### config.mk
export PLATFORM = sky130hd
export DESIGN_NAME = hrc_isqrt
export DESIGN_NICKNAME = d
export VERILOG_FILES = /design/src/hrc_pkg.sv /design/src/hrc_isqrt.sv
export SDC_FILE = /design/constraint.sdc
export NUM_CORES = 2
export LEC_CHECK = 0
export BUFFER_PORTS_ARGS = -buffer_cell sky130_fd_sc_hd__buf_2
export CAP_MARGIN = 0
export CELL_PAD_IN_SITES_DETAIL_PLACEMENT = 1
export CELL_PAD_IN_SITES_GLOBAL_PLACEMENT = 1
export CORE_MARGIN = 3
export CORE_UTILIZATION = 25
export CTS_CLUSTER_SIZE = 30
export DETAILED_ROUTE_END_ITERATION = 6
export GPL_TIMING_DRIVEN = 0
export PLACE_DENSITY_LB_ADDON = 0.1
export SLEW_MARGIN = 0
export SYNTH_ARGS = -nofsm -noshare
export SYNTH_HDL_FRONTEND = slang
export SYNTH_SLANG_ARGS = --single-unit
export TNS_END_PERCENT = 30
### constraint.sdc
create_clock -name clk -period 5.2 [get_ports clk]
set_clock_uncertainty 0.1 [all_clocks]
set_input_delay 1.04 -clock clk [delete_from_list [all_inputs] [get_ports clk]]
set_output_delay 1.04 -clock clk [all_outputs]
set_load 0.01 [all_outputs]
### src/hrc_pkg.sv
// Shared widths, constants, payload types and helpers for the hanging rectangle corner pipeline.
`default_nettype none

package hrc_pkg;

  localparam int TRIG_STAGES_DEF = 16;

  localparam int COORD_W = 32;
  localparam int LEN_W   = 31;
  localparam int TILT_W  = 16;
  localparam int DIFF_W  = 33;
  localparam int BLEN_W  = 6;
  localparam int NORM_W  = 30;
  localparam int SQ_W    = 2 * NORM_W;
  localparam int SUM_W   = 62;
  localparam int ROOT_W  = 31;
  localparam int NUM_W   = NORM_W + 31;
  localparam int QUOT_W  = 31;
  localparam int UNIT_W  = 32;
  localparam int CS_W    = 34;
  localparam int TRIG_W  = 32;
  localparam int WIDE_W  = 37;

  localparam logic signed [CS_W-1:0] GAIN_Q30    = 34'sd652032874;
  localparam logic signed [CS_W-1:0] PI_Q29      = 34'sd1686629713;
  localparam logic signed [CS_W-1:0] HALF_PI_Q29 = 34'sd843314857;

  // Element payload carried alongside the arithmetic
  typedef struct packed {
    logic signed [COORD_W-1:0] cx;
    logic signed [COORD_W-1:0] cy;
    logic signed [COORD_W-1:0] cz;
    logic [LEN_W-1:0]          h;
    logic [LEN_W-1:0]          w;
    logic signed [TILT_W-1:0]  tilt;
  } pay_t;

  typedef struct packed {
    pay_t                   pay;
    logic [2:0][NORM_W-1:0] mag;
    logic [2:0]             neg;
    logic                   zero;
  } sq_side_t;

  typedef struct packed {
    pay_t       pay;
    logic [2:0] neg;
    logic       zero;
  } div_side_t;

  typedef struct packed {
    pay_t                   pay;
    logic [2:0][UNIT_W-1:0] u;
  } trig_side_t;

  // Arctangent of 2^-k in Q2.29
  function automatic logic signed [CS_W-1:0] atan_q29(input logic [4:0] k);
    logic signed [CS_W-1:0] a;
    begin
      case (k)
        5'd0:  a = 34'sd421657428;
        5'd1:  a = 34'sd248918915;
        5'd2:  a = 34'sd131521918;
        5'd3:  a = 34'sd66762579;
        5'd4:  a = 34'sd33510843;
        5'd5:  a = 34'sd16771758;
        5'd6:  a = 34'sd8387925;
        5'd7:  a = 34'sd4194219;
        5'd8:  a = 34'sd2097141;
        5'd9:  a = 34'sd1048575;
        5'd10: a = 34'sd524288;
        5'd11: a = 34'sd262144;
        5'd12: a = 34'sd131072;
        5'd13: a = 34'sd65536;
        5'd14: a = 34'sd32768;
        5'd15: a = 34'sd16384;
        5'd16: a = 34'sd8192;
        5'd17: a = 34'sd4096;
        5'd18: a = 34'sd2048;
        5'd19: a = 34'sd1024;
        5'd20: a = 34'sd512;
        5'd21: a = 34'sd256;
        5'd22: a = 34'sd128;
        5'd23: a = 34'sd64;
        5'd24: a = 34'sd32;
        5'd25: a = 34'sd16;
        5'd26: a = 34'sd8;
        5'd27: a = 34'sd4;
        5'd28: a = 34'sd2;
        5'd29: a = 34'sd1;
        default: a = '0;
      endcase
      return a;
    end
  endfunction

  // Number of significant bits of a magnitude
  function automatic logic [BLEN_W-1:0] bit_len(input logic [DIFF_W-1:0] v);
    logic [BLEN_W-1:0] n;
    begin
      n = '0;
      for (int i = 0; i < DIFF_W; i++) begin
        if (v[i]) n = BLEN_W'(i + 1);
      end
      return n;
    end
  endfunction

  // Clamp to the signed 32-bit range
  function automatic logic [COORD_W-1:0] sat32(input logic signed [WIDE_W-1:0] v);
    logic [COORD_W-1:0] r;
    begin
      if (v > 37'sd2147483647) r = 32'h7fff_ffff;
      else if (v < -37'sd2147483648) r = 32'h8000_0000;
      else r = v[COORD_W-1:0];
      return r;
    end
  endfunction

endpackage

`default_nettype wire

### src/hrc_isqrt.sv
// Pipelined integer square root, one root bit per stage.
`default_nettype none

module hrc_isqrt #(
  parameter int SIDE_W = 1
) (
  input  logic                       clk,
  input  logic                       rst,
  input  logic                       in_valid,
  input  logic [hrc_pkg::SUM_W-1:0]  in_rad,
  input  logic [SIDE_W-1:0]          in_side,
  output logic                       out_valid,
  output logic [hrc_pkg::ROOT_W-1:0] out_root,
  output logic [SIDE_W-1:0]          out_side
);

  localparam int RW    = hrc_pkg::ROOT_W;
  localparam int REM_W = RW + 3;

  logic                      vld  [RW];
  logic [REM_W-1:0]          rem  [RW];
  logic [RW-1:0]             root [RW];
  logic [hrc_pkg::SUM_W-1:0] rad  [RW];
  logic [SIDE_W-1:0]         side [RW];

  for (genvar g = 0; g < RW; g++) begin : g_step
    localparam int P = RW - 1 - g;
    logic                      p_vld;
    logic [REM_W-1:0]          p_rem;
    logic [RW-1:0]             p_root;
    logic [hrc_pkg::SUM_W-1:0] p_rad;
    logic [SIDE_W-1:0]         p_side;
    logic [REM_W-1:0]          cur;
    logic [REM_W-1:0]          trial;

    if (g == 0) begin : g_first
      assign p_vld  = in_valid;
      assign p_rem  = '0;
      assign p_root = '0;
      assign p_rad  = in_rad;
      assign p_side = in_side;
    end else begin : g_next
      assign p_vld  = vld[g-1];
      assign p_rem  = rem[g-1];
      assign p_root = root[g-1];
      assign p_rad  = rad[g-1];
      assign p_side = side[g-1];
    end

    // Bring down the next bit pair and try the trial subtrahend
    always_comb begin
      cur   = {p_rem[REM_W-3:0], p_rad[2*P +: 2]};
      trial = {1'b0, p_root, 2'b01};
    end

    always_ff @(posedge clk) begin
      if (rst) begin
        vld[g] <= 1'b0;
      end else begin
        vld[g] <= p_vld;
      end
      rad[g]  <= p_rad;
      side[g] <= p_side;
      if (cur >= trial) begin
        rem[g]  <= cur - trial;
        root[g] <= {p_root[RW-2:0], 1'b1};
      end else begin
        rem[g]  <= cur;
        root[g] <= {p_root[RW-2:0], 1'b0};
      end
    end
  end

  assign out_valid = vld[RW-1];
  assign out_root  = root[RW-1];
  assign out_side  = side[RW-1];

endmodule

`default_nettype wire

== Yosys cells after proc, flatten, opt, wreduce, memory -nomap -nowiden ==
Memory sizes are Yosys's and may differ from the RTL's.
Cells that the tools add are included.

* Bits in writable memories: 3,999
* Word-level logic and storage cells: 349
* Flip-flop bits (word level): 0
* Bits of input ports: 66
* Memories kept: 5

{| class="wikitable"
|+ Memories
! memory !! words !! bits a word !! rd ports !! clocked after memory_dff !! write ports !! RTL line !! text
|-
| rad || 31 || 62 || 30 || 0 || 31 || hrc_isqrt.sv:23 || <nowiki>logic [hrc_pkg::SUM_W-1:0] rad [RW];</nowiki>
|-
| rem || 31 || 34 || 30 || 0 || 31 || hrc_isqrt.sv:21 || <nowiki>logic [REM_W-1:0] rem [RW];</nowiki>
|-
| root || 31 || 31 || 31 || 0 || 31 || hrc_isqrt.sv:22 || <nowiki>logic [RW-1:0] root [RW];</nowiki>
|-
| side || 31 || 1 || 31 || 0 || 31 || hrc_isqrt.sv:24 || <nowiki>logic [SIDE_W-1:0] side [RW];</nowiki>
|-
| vld || 31 || 1 || 31 || 0 || 31 || hrc_isqrt.sv:20 || <nowiki>logic vld [RW];</nowiki>
|}

* Mux-type cells: 189
* $lt $le $gt $ge: 31
* Bitwise gates (word level): 93
* $add $sub $neg: 31

{| class="wikitable"
|+ Operator list
! cell !! number
|-
| 34-bit two-way mux || 31
|-
| 34-bit by 33-bit >= comparator with 1-bit output || 30
|-
| 34-bit by 33-bit subtractor with 34-bit output || 30
|-
| 31-bit two-way mux || 31
|-
| 1-bit two-way mux || 127
|-
| 1-bit bitwise OR || 93
|-
| 2-bit by 1-bit subtractor with 3-bit output (second input constant) || 1
|-
| 2-bit by 1-bit >= comparator with 1-bit output (second input constant) || 1
|}

== Longest topological paths before layout ==
An unclocked memory read counts as a cell.

* Depth in word-level cells: 5
* Gate-level depth with buffers: 14
* Depth with buffers taken out: 12

== Worst setup path after synthesis ==
No wires, ideal clock.

* Kind: flip-flop to flip-flop
* Start: memory root[1][155] (netlist bit)
* End: memory rem[1][232] (netlist bit)
* Stages on the path, launching flop included: 12
* Setup slack: 1.928 ns
* Data arrival time: 3.101 ns
* Period minus slack after synthesis: 3.272 ns
* Required time: 5.028 ns
* Setup time: 0.072 ns
* Path buffers: 0
* Path through: dfxtp_1 -> inv_1 -> ha_1 -> nor2b_1 -> o31a_1 -> or4_1 -> a221oi_2 -> o22ai_1 -> a211o_1 -> or4_1 -> nor3_1 -> xor2_1

{| class="wikitable"
|+ RTL lines
! what !! RTL line
|-
| from (decl) || hrc_isqrt.sv:22
|-
| to (decl) || hrc_isqrt.sv:21
|}

==> flow_summary.yaml <==
floorplanning:
  core_area_sq_um: 345000
  rows: 215
  die_area_sq_um: 355000
  io_pins: 99
  start_util_pct: 25.2
  die_width_um: 596
  die_height_um: 596
setup_path:
  worstPathArrival_ps: 5480
  path_class: "flop to flop"
  worstSetupEndpointType: "flop"
  worstPathRequired_ps: 5790
  worst_setup_path_start_kind: "flop"
  critPathMaxFanout: 10
timing:
  min_period_ps: 4890
  hold_ws_ps: 165
  tightest_slew_ps: 1070
  timing.fmax_mhz: 204
  slew_violations: 0
  finalCritPeriodShare_pct: 94.1
  rsz0062_at_grt: "yes"
  relSlewSlack_pct: 26.9
  finalSetupViolations: 0
  finalWorstSetupSlack_ps: 306
  hold_viol: 0
synthesis:
  ys_seq_area_share_pct: 55.3
  synth.net_count: 9053
  synth_xor_area_share_pct: 7.75
  synth_fa_ha_area_share_pct: 7.60
  yosys_warnings: 0
  synth_top_family_by_area: "simple AND/OR/NAND/NOR gates"
  syn_area_sq_um: 86900
  synth_compound_area_share_pct: 12.0
  synth_seq_cells: 2401
  synth_edf_count: 0
  async_flop_share_pct: 0
  yosys.area_share.simple_pct: 12.5
  synth.avg_cell_area_sq_um: 10.3
  muxShareOfSynthArea_pct: 1.32
  synth_cells: 8459
  ys.flop_type: "dfxtp_1"
  yosys.cell_types.count: 94
route:
  drcViolationCount: 0
  vias: 59100
  antenna_left: 0
  dr.pass1.iters: 5
  wl_um: 230000
  drt-initial-drc-count: 2274
  avgViaCountPerCell: 4.33
  drt-wirelength-per-cell_um: 16.9
status:
  status: "finished, final reports clean"
cells_and_area:
  syn2layout_area_growth_pct: 18.5
  layout-drive-gt1-share_pct: 8.15
  final_cell_mix: "2401 x dfxtp_1, 660 x inv_1, 533 x nand2_1"
  fillers: 38500
  mostFrequentLayoutCell: "dfxtp_1"
  fin_nets: 9438
grt:
  grt_pass1_vias: 63300
  antenna_found_initial: 7
  grtUsageTotal_pct: 12.7
  grt_pass1_wl_um: 361000
  grt_start_max_net_pins: 15
  overflow: 0
placement:
  portBuffers: 98
  post-place-ws_ps: -158
  dpl.hpwl_um: 179000
  gp_routability_congestion: 0.802
cts:
  clk_pin_slew_worst_paths_ps: 60
  cts_root_buffer: "clkbuf_16"
  cts.sinks: 2401
  cts_tree: "yes"
  htreeDepth: 5
  postCtsHoldBufs: 0
  cts_buffers: 285
  cts_buffer_depth: 4
  insertion_delay_ps: 870
hold_path:
  hp-class: "input pin to flop"
power:
  power_density_nw_per_um2: 516
  peakVddDrop_uv: 270
  p_leak_nw: 47.0
  p_total_w: 0.0532
job:
  cap_violations: 0
## worst max-delay path, stage by stage, from the launching register on
cell,delay [ps]
dfxtp_1,450
inv_1,70
ha_1,350
nor2b_1,220
o2111ai_1,190
and3_1,240
o41a_1,450
or4b_1,540
nand4_1,540
clkbuf_1,810
buf_1,550
a21oi_1,200
## Yosys cell counts (all sizes together), types with 21 or more instances
cell        n  area [sq um]
clkbuf    132           495
nand2     533          2000
xnor2     428          3750
or4        57           432
or3        72           455
a21oi     516          2580
mux2       91          1020
or2        46           288
a211oi     54           405
xor2      341          2990
nor2b     102           638
nor3      226          1140
nor2      527          1980
o21a       89           668
nand3     144           758
nand2b    109           682
a21o      212          1590
o21ai     404          2020
and3       56           350
inv       663          2490
dfxtp    2401         48100
a2111oi    21           190
nand4b     21           184
ha        528          6610
and2       34           213
nand4      69           432
nand3b     24           180
o211ai     26           195
nor4      105           672
a31oi      55           344
o21bai     41           308
o31ai      55           413
a21boi     30           225
## cell families after synthesis
| family | count (synthesis) |
|---|---|
| DFF | 2401 |
| and+or+nand+nor | 2178 |
| AOI/OAI and AO/OA | 1663 |
| buffers and inverters | 816 |
| xor gates and xnor gates | 769 |
| adders and majority gates | 528 |
| muxes | 103 |
| other | 1 |
## registers in the layout, indices dropped and copies added (netlist names)
register	flops
rad	930
rem	913
root	496
side	31
vld	31
## final cells by class
type,instances,area (sq um),area share (%)
clock buffer,388,8190,7.95
buffer,152,591,0.573
clock inverter,121,1700,1.65
inverter,664,2490,2.42
antenna,2,5.00,0.00486
tap,4557,5700,5.53
sequential,2401,48100,46.7
timing repair buffer,98,490,0.476
multi-input combinational,5242,35800,34.7
## where the power goes
part | switching [W] | internal [W]
sequential | 0.00237 | 0.0215
clock | 0.00790 | 0.0127
combinational | 0.00497 | 0.00376
total | 0.0152 | 0.0379
## final timing paths
kind                              startpoint          end  slack [ps]  cells past startpoint
worst max-delay path            root[1][217]  rem[1][288]         310                     11
worst min-delay path              in_rad[24]   rad[0][24]         160                      1
worst max register to register  root[1][217]  rem[1][288]         310                     11
worst min register to register    rad[0][14]   rad[0][76]         200                      0
## metrics by stage
stage	setup TNS [ps]	std cells	area, sq um	util [%]
after detailed placement	-1930	13100	93100	27.0
after global placement	-2000	13100	93100	27.0
after floorplan	0	8459	86900	-
after CTS	0	13600	103000	29.9
after global routing	-95.9	13600	103000	29.9
final	0	13600	103000	29.9
## routing by layer
metal	track usage, %	wire, um	vias up
met3	1.75	6530	369
met1	15.6	103000	28300
li1	-	-	29700
met4	3.95	6590	0
met2	22.9	114000	612
met5	0	0	-
## what timing repair did
item                       CTS  global route
setup endpoints to repair   20            44
buffers inserted             0             0
resized for setup            1             6
Power figures use the tool's default switching activity.
