<file path="src/hrc_pkg.sv">
// Shared widths, constants, payload types and helpers for the hanging rectangle corner pipeline.
`default_nettype none

package hrc_pkg;

  localparam int TRIG_STAGES_DEF = 16;

  localparam int COORD_W = 32;
  localparam int LEN_W   = 31;
  localparam int TILT_W  = 16;
  localparam int DIFF_W  = 33;
  localparam int BLEN_W  = 6;
  localparam int NORM_W  = 30;
  localparam int SQ_W    = 2 * NORM_W;
  localparam int SUM_W   = 62;
  localparam int ROOT_W  = 31;
  localparam int NUM_W   = NORM_W + 31;
  localparam int QUOT_W  = 31;
  localparam int UNIT_W  = 32;
  localparam int CS_W    = 34;
  localparam int TRIG_W  = 32;
  localparam int WIDE_W  = 37;

  localparam logic signed [CS_W-1:0] GAIN_Q30    = 34'sd652032874;
  localparam logic signed [CS_W-1:0] PI_Q29      = 34'sd1686629713;
  localparam logic signed [CS_W-1:0] HALF_PI_Q29 = 34'sd843314857;

  // Element payload carried alongside the arithmetic
  typedef struct packed {
    logic signed [COORD_W-1:0] cx;
    logic signed [COORD_W-1:0] cy;
    logic signed [COORD_W-1:0] cz;
    logic [LEN_W-1:0]          h;
    logic [LEN_W-1:0]          w;
    logic signed [TILT_W-1:0]  tilt;
  } pay_t;

  typedef struct packed {
    pay_t                   pay;
    logic [2:0][NORM_W-1:0] mag;
    logic [2:0]             neg;
    logic                   zero;
  } sq_side_t;

  typedef struct packed {
    pay_t       pay;
    logic [2:0] neg;
    logic       zero;
  } div_side_t;

  typedef struct packed {
    pay_t                   pay;
    logic [2:0][UNIT_W-1:0] u;
  } trig_side_t;

  // Arctangent of 2^-k in Q2.29
  function automatic logic signed [CS_W-1:0] atan_q29(input logic [4:0] k);
    logic signed [CS_W-1:0] a;
    begin
      case (k)
        5'd0:  a = 34'sd421657428;
        5'd1:  a = 34'sd248918915;
        5'd2:  a = 34'sd131521918;
        5'd3:  a = 34'sd66762579;
        5'd4:  a = 34'sd33510843;
        5'd5:  a = 34'sd16771758;
        5'd6:  a = 34'sd8387925;
        5'd7:  a = 34'sd4194219;
        5'd8:  a = 34'sd2097141;
        5'd9:  a = 34'sd1048575;
        5'd10: a = 34'sd524288;
        5'd11: a = 34'sd262144;
        5'd12: a = 34'sd131072;
        5'd13: a = 34'sd65536;
        5'd14: a = 34'sd32768;
        5'd15: a = 34'sd16384;
        5'd16: a = 34'sd8192;
        5'd17: a = 34'sd4096;
        5'd18: a = 34'sd2048;
        5'd19: a = 34'sd1024;
        5'd20: a = 34'sd512;
        5'd21: a = 34'sd256;
        5'd22: a = 34'sd128;
        5'd23: a = 34'sd64;
        5'd24: a = 34'sd32;
        5'd25: a = 34'sd16;
        5'd26: a = 34'sd8;
        5'd27: a = 34'sd4;
        5'd28: a = 34'sd2;
        5'd29: a = 34'sd1;
        default: a = '0;
      endcase
      return a;
    end
  endfunction

  // Number of significant bits of a magnitude
  function automatic logic [BLEN_W-1:0] bit_len(input logic [DIFF_W-1:0] v);
    logic [BLEN_W-1:0] n;
    begin
      n = '0;
      for (int i = 0; i < DIFF_W; i++) begin
        if (v[i]) n = BLEN_W'(i + 1);
      end
      return n;
    end
  endfunction

  // Clamp to the signed 32-bit range
  function automatic logic [COORD_W-1:0] sat32(input logic signed [WIDE_W-1:0] v);
    logic [COORD_W-1:0] r;
    begin
      if (v > 37'sd2147483647) r = 32'h7fff_ffff;
      else if (v < -37'sd2147483648) r = 32'h8000_0000;
      else r = v[COORD_W-1:0];
      return r;
    end
  endfunction

endpackage

`default_nettype wire

</file>
<file path="src/hrc_cordic.sv">
// Pipelined rotation CORDIC giving sine and cosine of the tilt angle.
`default_nettype none

module hrc_cordic #(
  parameter int STAGES = hrc_pkg::TRIG_STAGES_DEF,
  parameter int SIDE_W = 1
) (
  input  logic                              clk,
  input  logic                              rst,
  input  logic                              in_valid,
  input  logic signed [hrc_pkg::TILT_W-1:0] in_tilt,
  input  logic [SIDE_W-1:0]                 in_side,
  output logic                              out_valid,
  output logic signed [hrc_pkg::TRIG_W-1:0] out_sin,
  output logic signed [hrc_pkg::TRIG_W-1:0] out_cos,
  output logic [SIDE_W-1:0]                 out_side
);

  localparam int W = hrc_pkg::CS_W;

  logic                r_vld;
  logic signed [W-1:0] r_ang;
  logic                r_flip;
  logic [SIDE_W-1:0]   r_side;
  logic signed [W-1:0] ang0;

  logic                vld  [STAGES];
  logic signed [W-1:0] x    [STAGES];
  logic signed [W-1:0] y    [STAGES];
  logic signed [W-1:0] ang  [STAGES];
  logic                flip [STAGES];
  logic [SIDE_W-1:0]   side [STAGES];

  // Fold the angle into the half-turn around zero
  assign ang0 = W'($signed({in_tilt, 16'b0}));

  always_ff @(posedge clk) begin
    if (rst) begin
      r_vld <= 1'b0;
    end else begin
      r_vld <= in_valid;
    end
    r_side <= in_side;
    if (ang0 > hrc_pkg::HALF_PI_Q29) begin
      r_ang  <= ang0 - hrc_pkg::PI_Q29;
      r_flip <= 1'b1;
    end else if (ang0 < -hrc_pkg::HALF_PI_Q29) begin
      r_ang  <= ang0 + hrc_pkg::PI_Q29;
      r_flip <= 1'b1;
    end else begin
      r_ang  <= ang0;
      r_flip <= 1'b0;
    end
  end

  for (genvar g = 0; g < STAGES; g++) begin : g_rot
    localparam int K = g % 32;
    logic                p_vld;
    logic signed [W-1:0] p_x;
    logic signed [W-1:0] p_y;
    logic signed [W-1:0] p_ang;
    logic                p_flip;
    logic [SIDE_W-1:0]   p_side;
    logic signed [W-1:0] dx;
    logic signed [W-1:0] dy;
    logic signed [W-1:0] at;

    if (g == 0) begin : g_first
      assign p_vld  = r_vld;
      assign p_x    = hrc_pkg::GAIN_Q30;
      assign p_y    = '0;
      assign p_ang  = r_ang;
      assign p_flip = r_flip;
      assign p_side = r_side;
    end else begin : g_next
      assign p_vld  = vld[g-1];
      assign p_x    = x[g-1];
      assign p_y    = y[g-1];
      assign p_ang  = ang[g-1];
      assign p_flip = flip[g-1];
      assign p_side = side[g-1];
    end

    assign dx = p_y >>> K;
    assign dy = p_x >>> K;
    assign at = hrc_pkg::atan_q29(5'(K));

    // Rotate towards zero residual angle
    always_ff @(posedge clk) begin
      if (rst) begin
        vld[g] <= 1'b0;
      end else begin
        vld[g] <= p_vld;
      end
      flip[g] <= p_flip;
      side[g] <= p_side;
      if (p_ang >= 0) begin
        x[g]   <= p_x - dx;
        y[g]   <= p_y + dy;
        ang[g] <= p_ang - at;
      end else begin
        x[g]   <= p_x + dx;
        y[g]   <= p_y - dy;
        ang[g] <= p_ang + at;
      end
    end
  end

  // Undo the fold and register the result
  always_ff @(posedge clk) begin
    if (rst) begin
      out_valid <= 1'b0;
    end else begin
      out_valid <= vld[STAGES-1];
    end
    out_side <= side[STAGES-1];
    if (flip[STAGES-1]) begin
      out_sin <= hrc_pkg::TRIG_W'(-y[STAGES-1]);
      out_cos <= hrc_pkg::TRIG_W'(-x[STAGES-1]);
    end else begin
      out_sin <= hrc_pkg::TRIG_W'(y[STAGES-1]);
      out_cos <= hrc_pkg::TRIG_W'(x[STAGES-1]);
    end
  end

endmodule

`default_nettype wire

</file>
<file path="config.mk">
export PLATFORM = sky130hd
export DESIGN_NAME = hrc_cordic
export DESIGN_NICKNAME = d
export VERILOG_FILES = /design/src/hrc_pkg.sv /design/src/hrc_cordic.sv
export SDC_FILE = /design/constraint.sdc
export NUM_CORES = 2
export LEC_CHECK = 0
export BUFFER_PORTS_ARGS = -buffer_cell sky130_fd_sc_hd__buf_2
export CAP_MARGIN = 20
export CORE_MARGIN = 2
export CORE_UTILIZATION = 65
export CTS_BUF_LIST = sky130_fd_sc_hd__clkbuf_4 sky130_fd_sc_hd__clkbuf_8 sky130_fd_sc_hd__clkbuf_16
export CTS_CLUSTER_SIZE = 40
export DETAILED_ROUTE_END_ITERATION = 6
export GPL_ROUTABILITY_DRIVEN = 0
export GPL_TIMING_DRIVEN = 0
export PLACE_DENSITY = 0.93
export SLEW_MARGIN = 20
export SYNTH_ARGS = -nofsm -noshare
export SYNTH_HDL_FRONTEND = slang
export SYNTH_SLANG_ARGS = --single-unit
</file>
<file path="constraint.sdc">
create_clock -name clk -period 9.65 [get_ports clk]
set_clock_uncertainty 0.1 [all_clocks]
set_input_delay 2.895 -clock clk [delete_from_list [all_inputs] [get_ports clk]]
set_output_delay 2.895 -clock clk [all_outputs]
set_load 0.05 [all_outputs]
</file>
=== After elaboration in Yosys (flattened, before gate mapping) ===
Memory sizes are Yosys's and may differ from the RTL's. A register that Yosys moved wholly into a read port is not among the register bits.
Index checks and enable logic that the tools add are counted.

* Bits of input ports: 20
* Memory bits (writable): 1,680
* Memories: 6
* Output and inout bits: 66
* Memory bits (read-only): 0
* Flip-flop bits (word level): 101
* Bits in latches: 0

* $add $sub $neg: 96
* Equality and inequality tests: 0
* Reduce and logical (&&, ||, !) cells: 0
* Divide/modulo/power cells: 0
* Shifts and indexed selects: 0
* Order comparisons: 18
* Bitwise operators: 64
* Multiply operators: 0
* Multiplexer cells: 120

{| class="wikitable"
|+ Memories
! name !! depth !! width !! rd ports !! clocked after memory_dff !! wr ports !! line !! text
|-
| ang || 16 || 34 || 15 || 0 || 16 || hrc_cordic.sv:30 || <nowiki>logic signed [W-1:0] ang [STAGES];</nowiki>
|-
| x || 16 || 34 || 16 || 0 || 16 || hrc_cordic.sv:28 || <nowiki>logic signed [W-1:0] x [STAGES];</nowiki>
|-
| y || 16 || 34 || 16 || 0 || 16 || hrc_cordic.sv:29 || <nowiki>logic signed [W-1:0] y [STAGES];</nowiki>
|-
| flip || 16 || 1 || 16 || 0 || 16 || hrc_cordic.sv:31 || <nowiki>logic flip [STAGES];</nowiki>
|-
| side || 16 || 1 || 16 || 1 || 16 || hrc_cordic.sv:32 || <nowiki>logic [SIDE_W-1:0] side [STAGES];</nowiki>
|-
| vld || 16 || 1 || 16 || 1 || 16 || hrc_cordic.sv:27 || <nowiki>logic vld [STAGES];</nowiki>
|}

{| class="wikitable"
|+ Operator list
! operator !! number
|-
| 2-to-1 mux 34 bit || 50
|-
| greater-or-equal comparator 34 x 1 -> 1 bit (second input constant) || 16
|-
| adder 34 x 19 -> 34 bit || 2
|-
| adder 34 x 20 -> 34 bit || 2
|-
| adder 34 x 21 -> 34 bit || 2
|-
| adder 34 x 21 -> 34 bit (second input constant) || 2
|-
| adder 34 x 22 -> 34 bit || 2
|-
| adder 34 x 23 -> 34 bit || 2
|-
| adder 34 x 24 -> 34 bit || 2
|-
| adder 34 x 25 -> 34 bit || 2
|-
| adder 34 x 26 -> 34 bit || 2
|-
| adder 34 x 27 -> 34 bit || 2
|-
| adder 34 x 28 -> 34 bit || 2
|-
| adder 34 x 29 -> 34 bit || 2
|-
| adder 34 x 30 -> 34 bit || 2
|-
| adder 34 x 31 -> 34 bit || 2
|-
| adder 34 x 32 -> 34 bit || 2
|-
| adder 34 x 33 -> 34 bit || 2
|-
| 2-to-1 mux 1 bit || 68
|-
| subtractor 34 x 19 -> 34 bit || 2
|-
| subtractor 34 x 20 -> 34 bit || 2
|-
| subtractor 34 x 21 -> 34 bit || 2
|-
| subtractor 34 x 21 -> 34 bit (second input constant) || 2
|-
| subtractor 34 x 22 -> 34 bit || 2
|-
| 46 further kinds || 122
|}

=== Logic depth before layout (Yosys ltp) ===
An unclocked memory read counts as a cell.

* Depth after elaboration: 5
* Depth in mapped cells: 24
* Gate-level depth less buffers: 22

=== Worst setup path after synthesis ===
Ideal clock, no wire load.

* Path type: register to register
* Start point: mem ang[0][33] (netlist bit)
* End point: mem ang[1][24] (netlist bit)
* Library setup time: 72 ps
* Stages on the path, launching flop included: 18
* Arrival time: 6,272 ps
* Slack: 3,205 ps
* Path through: dfxtp_1 -> inv_1 -> ha_1 -> nor4b_1 -> nand4_1 -> o21ai_0 -> inv_1 -> ha_1 -> o21bai_1 -> a2111oi_0 -> o21ai_0 -> a31oi_1 -> o21bai_1 -> a2111o_1 -> a31oi_1 -> o21bai_1 -> a21oi_1 -> xnor2_1

{| class="wikitable"
|+ RTL lines
! what !! line
|-
| from (decl) || hrc_cordic.sv:30
|}

==> impl_metrics.env <==
export IMPL_htree_levels=4
export IMPL_wire_per_inst_um=19.6
export IMPL_root_buffer="clkbuf_16"
export IMPL_r2r_end="y[0][202]$_DFF_P_"
export IMPL_cts_clk_slew_worst_paths_ps=60
export IMPL_max_freq_ghz=0.139
export IMPL_synth_nets=14200
export IMPL_required_ps=10280
export IMPL_setup_viol=0
export IMPL_drive_gt1_share_pct=4.41
export IMPL_synth_area_top_cells="dfxtp_1 29%, ha_1 15%, xnor2_1 9.9%"
export IMPL_r2r_slack_ps=2480
export IMPL_drtPass1Iterations=7
export IMPL_synth_top_area_share_pct=29.0
export IMPL_violations="DRC"
export IMPL_ant_nets=0
export IMPL_hold_violations=0
export IMPL_fin_area_um2=120000
export IMPL_slew_headroom_pct=20.6
export IMPL_cts_buffer_depth=3
export IMPL_critPathCapture="y[0][202]$_DFF_P_"
export IMPL_synthArstFlopShare_pct=0
export IMPL_yosys_area_top_type="dfxtp_1"
export IMPL_cts_resized_gates=0
export IMPL_synth_edf_count=0
export IMPL_worstMarginPinSlew_ps=1190
export IMPL_die_area_um2=173000
export IMPL_rows=151
export IMPL_whs_ps=205
export IMPL_reg2reg_depth=24
export IMPL_drv_cap=0
export IMPL_routed_via_density=6.47
export IMPL_rsz0062_at_grt="no"
export IMPL_netlist_area_um2=110000
export IMPL_dr_first_iter_drc_count=10100
export IMPL_grt_pass1_wl_mm=485
export IMPL_syn_area_per_cell_um2=8.61
export IMPL_yosysUniqueCellTypes=92
export IMPL_nets=14500
export IMPL_drv_slew=0
export IMPL_grt_max_degree=29
export IMPL_dp_hpwl_mm=225
export IMPL_cts_tree="yes"
export IMPL_grt_pass1_vias=97300
export IMPL_synthToLayoutAreaGrowth_pct=8.32
export IMPL_grt_use_total_pct=33.5
export IMPL_synthFlopType="dfxtp_1"
export IMPL_period_needed_ps=7170
export IMPL_criticalPathCategory="reg2reg"
export IMPL_startpoint="ang[4][33]$_DFF_P_"
export IMPL_coreArea_um2=169000
export IMPL_status="complete, but fails checks"
export IMPL_path_max_fanout=23
export IMPL_fin_setup_tns_ps=0
export IMPL_worstReg2RegStart="ang[4][33]$_DFF_P_"
export IMPL_worstSetupEndpointType="flip-flop"
export IMPL_fin_ws_ps=2480
export IMPL_period_share_pct=74.3
export IMPL_synth_warnings=0
export IMPL_die_x_um=416
export IMPL_postCtsSetupRepairBufs=0
export IMPL_ys_seq_elements=1600
export IMPL_cts_buffers=166
export IMPL_io_pins=86
export IMPL_post_place_ws_ps=2860
export IMPL_die_y_um=416
export IMPL_routed_wl_mm=303
export IMPL_syn_instance_count=12800
export IMPL_yosys_top_cells_count="1600 x dfxtp_1, 1351 x ha_1, 1249 x xnor2_1"
export IMPL_arrival_ps=7800
export IMPL_place_area_um2=114000
export IMPL_ys_seq_area_share_pct=29.0
export IMPL_start_util_pct=65.3
export IMPL_dr_total_vias=99900
export IMPL_cts_hold_buf=0
export IMPL_hp_class="reg2reg"
export IMPL_start_kind="flip-flop"
export IMPL_io_buffer_count=81
export IMPL_drcViolationCount=3
export IMPL_cts_sinks=1600
export IMPL_grt_overflow=0
export IMPL_synth_most_common_cell="dfxtp_1"
export IMPL_antenna_found_initial=5
export IMPL_worstSkewPairLatency_ps=870
## metrics by stage
stage,std cells,util [%]
after global placement,15100,67.2
after floorplan,12800,-
after detailed placement,15100,67.2
after CTS,15400,70.7
final,15400,70.7
after global routing,15400,70.7
## critical path: stages (launching register included)
cell	delay, ps
dfxtp_1	310
inv_1	80
ha_1	260
nor4b_1	390
nand4_1	150
nor4_1	380
and4_1	290
nor2_1	200
inv_1	130
clkbuf_1	560
buf_2	690
nor2_1	110
xor2_1	170
ha_1	340
nor2b_1	150
o21ai_0	110
a21boi_0	350
o311ai_0	210
a211oi_1	430
o21ai_0	270
o21ba_2	320
o31a_1	300
a21boi_0	360
a21boi_0	210
xnor2_1	160
## cell usage in the layout, fill, tap and decap left out, types with 134 or more instances in the layout
cell type,netlist,routed
ha_1,1351,1351
clkbuf_16,0,166
xor2_1,611,611
nor2_1,894,890
nand2_1,769,769
or3_1,134,134
clkbuf_1,146,134
inv_1,570,570
o21a_1,225,225
nor3_1,300,300
o31ai_1,217,217
nor2b_1,207,207
a21oi_1,1152,1152
nand2b_1,258,258
xnor2_1,1249,1248
o21ai_0,760,759
nor4_1,157,157
dfxtp_1,1600,1600
a21o_1,510,510
nand3_1,201,201
## final cells by class
type,count,area (um^2)
Sequential cell,1600,32000
Antenna cell,6,15.0
Inverter,579,2170
Buffer,172,688
Multi-Input combinational cell,10500,75600
Clock inverter,91,1260
Tap cell,2218,2780
Fill cell,11300,49500
Clock buffer,209,4610
Timing Repair Buffer,84,459
## registers in the layout (all words and copies together) (netlist names)
signal        flops
flip             15
g_rot.p_ang      20
x               482
g_rot.p_vld       1
out_cos          32
out_sin          32
out_valid         1
y               509
vld              16
side             16
ang             474
out_side          1
g_rot.p_side      1
## logic make-up (layout without fill, tap and decap cells)
group | Yosys count | in the layout | share of synthesized area [%]
multiplexers | 68 | 68 | 0.645
other | 0 | 6 | 0
AO/OA/AOI/OAI | 3704 | 3704 | 21.4
flip-flops | 1600 | 1600 | 29.0
adder cells (fa/ha/maj) | 1399 | 1399 | 16.2
AND/OR/NAND/NOR | 3437 | 3437 | 15.5
XOR/XNOR | 1860 | 1860 | 14.8
buffers and inverters | 751 | 1135 | 2.57
## worst min path at each step
stage	start	to	slack, ps	depth (start not counted)
floorplan	g_rot[0].p_ang[0]$_SDFF_PP1_	ang[0][0]$_DFF_P_	210	0
global placement	side[3]$_DFF_P_	side[4]$_DFF_P_	210	0
detailed placement	side[15]$_DFF_P_	out_side$_DFF_P_	210	0
CTS	flip[0][6]$_DFF_P_	flip[0][7]$_DFF_P_	200	0
global route	flip[0][6]$_DFF_P_	flip[0][7]$_DFF_P_	220	0
finish	flip[0][6]$_DFF_P_	flip[0][7]$_DFF_P_	210	0
## metal layers
layer	GRT usage (%)	routed length [um]	share of wire (%)	vias to the layer above
met5	0	44	0.015	-
met4	21.5	20700	6.8	6
met3	5.89	24700	8.2	1517
met2	57.9	143000	47	5284
met1	38.2	115000	38	46300
li1	-	-	-	46800
Power is not shown: default switching activity piles up to over one toggle a cycle in this logic, so the estimate is an artifact.
